`src/design/iqmh_pkg.sv`:
```
// shared types, constants and command codes for the indexed quad min-heap
// no dependencies
`timescale 1ns / 1ps
`default_nettype none

package iqmh_pkg;

	localparam int MAX_NODES = 1024;
	localparam int KEY_W     = 32;
	localparam int NODE_W    = $clog2(MAX_NODES);
	localparam int CNT_W     = NODE_W + 1;
	localparam int CIDX_W    = NODE_W + 2;

	localparam logic signed [KEY_W-1:0] KEY_ABSENT = {1'b0, {(KEY_W-1){1'b1}}};

	localparam logic [1:0] OP_PUSH  = 2'd0;
	localparam logic [1:0] OP_POP   = 2'd1;
	localparam logic [1:0] OP_QUERY = 2'd2;
	localparam logic [1:0] OP_CLEAR = 2'd3;

	localparam logic [1:0] STAT_OK    = 2'd0;
	localparam logic [1:0] STAT_EMPTY = 2'd1;
	localparam logic [1:0] STAT_RANGE = 2'd2;

	typedef logic [4:0] cmd_t;

	localparam cmd_t CMD_NOP         = 5'd0;
	localparam cmd_t CMD_LOAD        = 5'd1;
	localparam cmd_t CMD_INIT_WR     = 5'd2;
	localparam cmd_t CMD_RD_POS      = 5'd3;
	localparam cmd_t CMD_RD_SLOT_POS = 5'd4;
	localparam cmd_t CMD_PUSH_NEW    = 5'd5;
	localparam cmd_t CMD_UP_RD       = 5'd6;
	localparam cmd_t CMD_UP_SHIFT    = 5'd7;
	localparam cmd_t CMD_PLACE       = 5'd8;
	localparam cmd_t CMD_POP_RD      = 5'd9;
	localparam cmd_t CMD_POP_ROOT    = 5'd10;
	localparam cmd_t CMD_POP_LAST    = 5'd11;
	localparam cmd_t CMD_DN_START    = 5'd12;
	localparam cmd_t CMD_DN_CMP      = 5'd13;
	localparam cmd_t CMD_DN_SHIFT    = 5'd14;
	localparam cmd_t CMD_Q_FOUND     = 5'd15;
	localparam cmd_t CMD_CLR_RD      = 5'd16;
	localparam cmd_t CMD_CLR_WR      = 5'd17;
	localparam cmd_t CMD_CLR_END     = 5'd18;
	localparam cmd_t CMD_FIN         = 5'd19;

	typedef struct packed {
		logic [1:0]              operation;
		logic [NODE_W-1:0]       node;
		logic signed [KEY_W-1:0] priority_req;
	} req_t;

	typedef struct packed {
		logic [1:0]              status;
		logic [NODE_W-1:0]       result_node;
		logic signed [KEY_W-1:0] result_priority;
		logic                    found;
		logic [CNT_W-1:0]        entry_count;
	} res_t;

	typedef struct packed {
		logic [NODE_W-1:0]       node;
		logic signed [KEY_W-1:0] key;
	} slot_t;

	typedef struct packed {
		logic              valid;
		logic [NODE_W-1:0] slot;
	} pos_t;

	typedef struct packed {
		logic [1:0] op;
		logic       err;
		logic       pos_valid;
		logic       key_less;
		logic       held_full;
		logic       held_zero;
		logic       cur_zero;
		logic       parent_gt;
		logic       dn_leaf;
		logic       dn_more;
		logic       best_is_cur;
		logic       clr_done;
		logic       init_done;
	} dp_stat_t;

endpackage

`default_nettype wire

```
`src/design/iqmh_ctrl.sv`:
```
// operation sequencer for the heap: issues one datapath command per cycle
// depends on iqmh_pkg
`timescale 1ns / 1ps
`default_nettype none

module iqmh_ctrl import iqmh_pkg::*; (
	input  wire logic     clk,
	input  wire logic     arst_n,
	input  wire logic     start,
	input  wire dp_stat_t stat,
	output      logic     busy,
	output      cmd_t     cmd
);

	localparam logic [4:0] S_INIT     = 5'd0;
	localparam logic [4:0] S_IDLE     = 5'd1;
	localparam logic [4:0] S_DISP     = 5'd2;
	localparam logic [4:0] S_PUSH_POS = 5'd3;
	localparam logic [4:0] S_PUSH_KEY = 5'd4;
	localparam logic [4:0] S_UP       = 5'd5;
	localparam logic [4:0] S_UP_CMP   = 5'd6;
	localparam logic [4:0] S_POP_ROOT = 5'd7;
	localparam logic [4:0] S_POP_CHK  = 5'd8;
	localparam logic [4:0] S_DN       = 5'd9;
	localparam logic [4:0] S_DN_CMP   = 5'd10;
	localparam logic [4:0] S_DN_MOVE  = 5'd11;
	localparam logic [4:0] S_Q_POS    = 5'd12;
	localparam logic [4:0] S_Q_KEY    = 5'd13;
	localparam logic [4:0] S_CLR_RD   = 5'd14;
	localparam logic [4:0] S_CLR_WR   = 5'd15;
	localparam logic [4:0] S_FIN      = 5'd16;

	logic [4:0] state_q, state_d;

	always_comb begin
		state_d = state_q;
		cmd     = CMD_NOP;
		unique case (state_q)
			S_INIT: begin
				cmd = CMD_INIT_WR;
				if (stat.init_done) state_d = S_IDLE;
			end
			S_IDLE: begin
				if (start) begin
					cmd     = CMD_LOAD;
					state_d = S_DISP;
				end
			end
			S_DISP: begin
				if (stat.err) begin
					state_d = S_FIN;
				end else begin
					unique case (stat.op)
						OP_PUSH: begin
							cmd     = CMD_RD_POS;
							state_d = S_PUSH_POS;
						end
						OP_POP: begin
							cmd     = CMD_POP_RD;
							state_d = S_POP_ROOT;
						end
						OP_QUERY: begin
							cmd     = CMD_RD_POS;
							state_d = S_Q_POS;
						end
						default: state_d = S_CLR_RD;
					endcase
				end
			end
			S_PUSH_POS: begin
				if (stat.pos_valid) begin
					cmd     = CMD_RD_SLOT_POS;
					state_d = S_PUSH_KEY;
				end else if (stat.held_full) begin
					state_d = S_FIN;
				end else begin
					cmd     = CMD_PUSH_NEW;
					state_d = S_UP;
				end
			end
			S_PUSH_KEY: state_d = stat.key_less ? S_UP : S_FIN;
			S_UP: begin
				if (stat.cur_zero) begin
					cmd     = CMD_PLACE;
					state_d = S_FIN;
				end else begin
					cmd     = CMD_UP_RD;
					state_d = S_UP_CMP;
				end
			end
			S_UP_CMP: begin
				if (stat.parent_gt) begin
					cmd     = CMD_UP_SHIFT;
					state_d = S_UP;
				end else begin
					cmd     = CMD_PLACE;
					state_d = S_FIN;
				end
			end
			S_POP_ROOT: begin
				cmd     = CMD_POP_ROOT;
				state_d = S_POP_CHK;
			end
			S_POP_CHK: begin
				if (stat.held_zero) begin
					state_d = S_FIN;
				end else begin
					cmd     = CMD_POP_LAST;
					state_d = S_DN;
				end
			end
			S_DN: begin
				if (stat.dn_leaf) begin
					cmd     = CMD_PLACE;
					state_d = S_FIN;
				end else begin
					cmd     = CMD_DN_START;
					state_d = S_DN_CMP;
				end
			end
			S_DN_CMP: begin
				cmd = CMD_DN_CMP;
				if (!stat.dn_more) state_d = S_DN_MOVE;
			end
			S_DN_MOVE: begin
				if (stat.best_is_cur) begin
					cmd     = CMD_PLACE;
					state_d = S_FIN;
				end else begin
					cmd     = CMD_DN_SHIFT;
					state_d = S_DN;
				end
			end
			S_Q_POS: begin
				if (stat.pos_valid) begin
					cmd     = CMD_RD_SLOT_POS;
					state_d = S_Q_KEY;
				end else begin
					state_d = S_FIN;
				end
			end
			S_Q_KEY: begin
				cmd     = CMD_Q_FOUND;
				state_d = S_FIN;
			end
			S_CLR_RD: begin
				if (stat.clr_done) begin
					cmd     = CMD_CLR_END;
					state_d = S_FIN;
				end else begin
					cmd     = CMD_CLR_RD;
					state_d = S_CLR_WR;
				end
			end
			S_CLR_WR: begin
				cmd     = CMD_CLR_WR;
				state_d = S_CLR_RD;
			end
			S_FIN: begin
				cmd     = CMD_FIN;
				state_d = S_IDLE;
			end
			default: state_d = S_IDLE;
		endcase
	end

	always_ff @(posedge clk or negedge arst_n) begin
		if (!arst_n) begin
			state_q <= S_INIT;
		end else begin
			state_q <= state_d;
		end
	end

	assign busy = state_q != S_IDLE;

endmodule

`default_nettype wire

```
`config.mk`:
```
export PLATFORM = sky130hd
export DESIGN_NAME = iqmh_ctrl
export DESIGN_NICKNAME = d
export VERILOG_FILES = /design/src/design/iqmh_pkg.sv /design/src/design/iqmh_ctrl.sv
export SDC_FILE = /design/constraint.sdc
export NUM_CORES = 1
export LEC_CHECK = 0
export ABC_AREA = 1
export ABC_CLOCK_PERIOD_IN_PS = 1600
export BUFFER_PORTS_ARGS = -buffer_cell sky130_fd_sc_hd__buf_4
export CORE_AREA = 5 5 55 57
export CTS_CLUSTER_DIAMETER = 50
export DETAILED_ROUTE_END_ITERATION = 10
export DIE_AREA = 0 0 60 62
export SLEW_MARGIN = 20
export SYNTH_ARGS = -nofsm -noshare
export SYNTH_HDL_FRONTEND = slang
export SYNTH_SLANG_ARGS = --single-unit
```
`constraint.sdc`:
```
create_clock -name clk -period 1.6 [get_ports clk]
set_clock_uncertainty 0.05 [all_clocks]
set_input_delay 0.16 -clock clk [delete_from_list [all_inputs] [get_ports clk]]
set_output_delay 0.16 -clock clk [all_outputs]
set_load 0.01 [all_outputs]
```
==> metrics.cfg, run 1 <==
[timing]
rsz0062_at_grt=true
hold_viol=0
final-max-slew-violation-count=0
worst_slew_pin_slew_ps=248
finalCriticalPeriod_ps=1770
layout_setup_ws_ps=-173
timing.setup.tns_ps=-757
min_period_over_period=1.11
clock.fmax_mhz=564
setup_viol=6
slew_headroom=0.834

[worst_setup_path]
required_ps=1390
cp.arrival_ps=1560
worstSetupPathType=flip-flop to output port
startpoint_type=flip-flop
worst_path_dominant_cell_family=flip-flops
crit_chain=buf_4 -> nor2_2 -> nand3_1 -> o21ai_2 -> nor2_1 -> o211ai_1 -> buf_4
worst_setup_path_end_kind=output port
path_common_cell=buf_4
crit_fanout=5
slowest_delay_ps=470
cp_num_buf_inv=2
critPathSlowestCell=dfrtp_2

[layout]
largest_reg_flops=5
final_cell_count_no_fill=207
top_register=state_q
nNetsFinal=195
areaGrowthSynthToFinish_pct=74.3
final_common_cell=buf_4
drive_gt1_frac=0.458
finish.instance_area_mm2=0.00123
reg_top3=state_q (5)
diodes=0
final_cell_mix=buf_4 (32), nand2_1 (31), inv_1 (16), nor2_1 (16), nor2_4 (9)

[logic_synthesis]
synth.distinct_cells=16
synth_fa_ha_area_frac=0
ys_ff_latch=5
ys_warn_count=0
synthMuxAreaShare=0
synth.avg_cell_area_um2=5.20
syn_inst=136
yosys.area_share.xor_xnor=0
synth_area_um2=707
synth_compound_area_frac=0.129
syn-num-nets=153
synth_top_family_by_area=simple AND/OR/NAND/NOR gates
seq_area_frac_synth=0.177
synthSimpleGateAreaFrac=0.572

[routing]
drc=0
vias=1081
final_antenna_net_count=0
wl_per_cell_um=14.0
first_pass_iters=4
drtIter0Drc=63
viasPerCell=5.22
wl_um=2890

[global_route]
grt.total_usage=0.163
grt_max_degree=7
grt_pass1_vias=1011
grt_overflow=0
antenna_found_initial=0
grt_pass1_wl_um=4550

[outcome]
violations=setup timing
status=complete, but fails checks

[clock_tree]
numCtsBuffers=3
ctsLongestPathBuffers=2
clockRootBuffer=clkbuf_4
cts_tree=built
clock_sinks=5
ctsHtreeMaxLevel=1
path_clk_slew_ps=50
clkLatencyLatePin_ps=250

[power]
power_density_mw_per_mm2=1550
p_total_mw=1.91
peakVddDrop_v=0.000983
p_leak_nw=0.642

[worst_hold_path]
hold_path.class=input pin to flip-flop

[place]
place_area_um2=970
numPortBuffers=22
dp_cells=196
post-place-ws_ps=-32.6
gp_congestion=1.04
dpl.hpwl_um=2090

[die]
die_w_um=60
ios=23
die_h_um=62
start_util=0.291
rows=18
die_area_mm2=0.00372
design.core.area_mm2=0.00243

[job]
cap_violations=0

[worst register-to-register path, delay by kind of cell, from the launching register on]
family,cells,cell delay (ps)
simple gates,7,570
buf+inv,2,330
flops,1,470
[final cells by class]
type,instances,area (µm²)
Clock buffer,4,26.3
Timing Repair Buffer,37,295
Inverter,23,88.8
Multi-Input combinational cell,108,656
Fill cell,248,1200
Tap cell,30,37.5
Sequential cell,5,129
[report_power, final]
part,internal (mW),switching (mW),leakage [nW],total (mW)
Combinational,0.655,0.845,0.567,1.50
Sequential,0.181,0.0748,0.0605,0.255
Clock,0.0946,0.0558,0.0150,0.150
[stage by stage]
step / util / hold WS [ps]
after global placement: 0.399 / -86.9
final: 0.507 / 135
after global routing: 0.507 / 130
after CTS: 0.466 / 131
after floorplan: - / -186
after detailed placement: 0.399 / -83.6
[synth_stat cells]
cell type / count / area [µm²]
a21oi_1: 6 / 30.0
a31oi_1: 2 / 12.5
dfrtp_1: 5 / 125
inv_1: 23 / 86.3
nand2_1: 38 / 143
nand3_1: 13 / 65.1
nand3b_1: 2 / 15.0
nand4_1: 6 / 37.5
nor2_1: 26 / 97.6
nor2_2: 3 / 18.8
nor2_4: 1 / 11.3
nor3_1: 2 / 10.0
o211ai_1: 3 / 22.5
o21ai_0: 4 / 20.0
o22ai_1: 1 / 6.26
or2_2: 1 / 6.26
[cells by family (layout without fill, tap and decap cells)]
family          Yosys count  in the layout
simple gates             92             92
buf+inv                  23             64
compound gates           16             16
flops                     5              5
[per-layer routing]
metal,share of wire,global-route usage,up-vias,wire [µm]
li1,-,-,524,-
met5,0,0,-,0
met2,0.50,0.276,66,1450
met1,0.39,0.214,485,1120
met3,0.097,0.0331,6,279
met4,0.013,0.0348,0,37
[timing repair]
action	4_1_cts	5_1_grt
endpoints found under the setup margin	6	6
pin swaps	3	6
endpoints found under the hold margin	5	0
buffers inserted	3	4
gates resized for setup	35	23
hold buffers	1	0
[final timing paths]
kind | from | end | slack, ps | cells past startpoint
min | stat[3] | state_q[1]$_DFFE_PN0P_ | 130 | 3
max reg2reg | state_q[4]$_DFFE_PN0P_ | state_q[0]$_DFFE_PN0P_ | 100 | 9
min reg2reg | state_q[4]$_DFFE_PN0P_ | state_q[0]$_DFFE_PN0P_ | 730 | 4
max in group asynchronous | arst_n | state_q[1]$_DFFE_PN0P_ | 1180 | 2
min in group asynchronous | arst_n | state_q[4]$_DFFE_PN0P_ | 200 | 2
max | state_q[4]$_DFFE_PN0P_ | cmd[3] | -170 | 7
No activity file was read; power rests on OpenSTA's default activity.
==> run 2, diff against run 1 <==
--- a/config.mk
+++ b/config.mk
@@ -12,6 +12,8 @@
 export CTS_CLUSTER_DIAMETER = 50
 export DETAILED_ROUTE_END_ITERATION = 10
 export DIE_AREA = 0 0 60 62
+export MAX_ROUTING_LAYER = met4
+export SKIP_LAST_GASP = 1
 export SLEW_MARGIN = 20
 export SYNTH_ARGS = -nofsm -noshare
 export SYNTH_HDL_FRONTEND = slang
==> run 2 against run 1 <==
The run still ends with setup timing left. Sequential cell count unchanged. Utilization increased by 0.82 points. Non-clock buffer count up 2. Critical path depth is 1 higher. Total power shrank 0.80%. Sequential share of layout area fell by 0.067 points. Die area did not move. Hold slack worse by 15 ps. Critical path type unchanged. Largest power group unchanged. Highest routed layer unchanged.
==> metrics.cfg, run 2 (synthesis results as in run 1) <==
[layout]
reg_top3=state_q (5)
largest_reg_flops=5
final_util=0.515
areaGrowthSynthToFinish_pct=77.2
nNetsFinal=197
finish.instance_area_mm2=0.00125
top_register=state_q
diodes=0
final_common_cell=buf_4
final_cell_mix=buf_4 (34), nand2_1 (32), inv_1 (16), nor2_1 (16), nor2_4 (10)
drive_gt1_frac=0.480

[clock_tree]
ctsLongestPathBuffers=2
clockRootBuffer=clkbuf_4
clock_sinks=5
numCtsBuffers=3
clkLatencyLatePin_ps=240
path_clk_slew_ps=40
cts_tree=built
ctsHtreeMaxLevel=1

[outcome]
status=complete, but fails checks
violations=setup timing

[global_route]
grt_pass1_vias=1028
grt.total_usage=0.164
grt_pass1_wl_um=4480
grt_max_degree=7
grt_overflow=0
antenna_found_initial=0

[routing]
viasPerCell=5.19
wl_per_cell_um=13.6
vias=1084
drtIter0Drc=45
wl_um=2840
drc=0
final_antenna_net_count=0
first_pass_iters=5

[place]
dpl.hpwl_um=2140
place_area_um2=962
numPortBuffers=22
gp_congestion=1.04
post-place-ws_ps=-29.2

[power]
power_density_mw_per_mm2=1510
peakVddDrop_v=0.000940
p_total_mw=1.89
p_leak_nw=0.645

[worst_setup_path]
regToRegSetupSlack_ps=170
required_ps=1390
cp.arrival_ps=1580
worst_setup_path_end_kind=output port
worstReg2RegStart=state_q[1]$_DFFE_PN0P_
ff2ff_path_depth=8
r2r_end=state_q[4]$_DFFE_PN0P_
worstSetupPathType=flip-flop to output port
crit_fanout=6
startpoint_type=flip-flop

[timing]
rsz0062_at_grt=true
final-max-slew-violation-count=0
layout_setup_ws_ps=-186
slew_headroom=0.825
setup_viol=5
finalCriticalPeriod_ps=1790
clock.fmax_mhz=560
min_period_over_period=1.12
worst_slew_pin_slew_ps=261
hold_viol=0

[die]
die_h_um=62
start_util=0.291
design.core.area_mm2=0.00243
rows=18
ios=23
die_w_um=60
die_area_mm2=0.00372

[worst_hold_path]
hold_path.class=input pin to flip-flop
hold_start=stat[3]
holdPathStages=3
hold_end=state_q[1]$_DFFE_PN0P_

[job]
cap_violations=0

==> run 2: where the power goes <==
| group | switching (mW) | total (mW) | internal, mW |
|---|---|---|---|
| Sequential | 0.0814 | 0.264 | 0.183 |
| Combinational | 0.830 | 1.48 | 0.653 |
| Clock | 0.0504 | 0.145 | 0.0942 |
| Total | 0.962 | 1.89 | 0.930 |
==> run 2: how the worst max path moves through the flow <==
stage	startpoint	endpoint	slack, ps	cells past startpoint
floorplan	state_q[0]$_DFFE_PN0P_	cmd[3]	170	7
global placement	state_q[4]$_DFFE_PN0P_	cmd[1]	-60	8
detailed placement	state_q[4]$_DFFE_PN0P_	cmd[2]	-30	8
finish	state_q[0]$_DFFE_PN0P_	cmd[0]	-190	8
CTS	state_q[1]$_DFFE_PN0P_	cmd[0]	-100	8
global route	state_q[0]$_DFFE_PN0P_	cmd[0]	-270	8
==> run 2: per-layer routing <==
layer	vias up	share of wire	global-route usage
met5	-	0	-
met4	0	0.023	0.0633
met3	8	0.051	0.0331
met2	49	0.50	0.275
met1	503	0.42	0.194
li1	524	-	-
==> run 2: layout make-up <==
type	instances	area [µm²]
Fill cell	245	1180
Multi-Input combinational cell	108	657
Timing Repair Buffer	39	310
Sequential cell	5	130
Inverter	23	91.3
Tap cell	30	37.5
Clock buffer	4	26.3
==> run 2: through the flow <==
stage	instances	TNS, ps	hold slack (ps)
2_1_floorplan	136	0	-186
3_3_place_gp	195	-80.8	-87.0
3_5_place_dp	195	-52.9	-85.7
4_1_cts	208	-449	123
5_1_grt	209	-1180	163
6_report	209	-683	120
==> run 2: critical path: stages (launching register included) <==
cell and delay (ps):
dfrtp_1 400, inv_2 90, nand2_1 90, nor2_4 210
nand3_2 130, nor2_4 140, nor2_1 50, nand4_1 90
buf_4 130
==> run 2: timing repair <==
| action | CTS | global route |
|---|---|---|
| endpoints found under the hold margin | 5 | 0 |
| setup endpoints to repair | 6 | 8 |
| resized for setup | 43 | 17 |
| pin swaps | 11 | 6 |
| setup buffers | 8 | 1 |
| hold buffers | 1 | 0 |
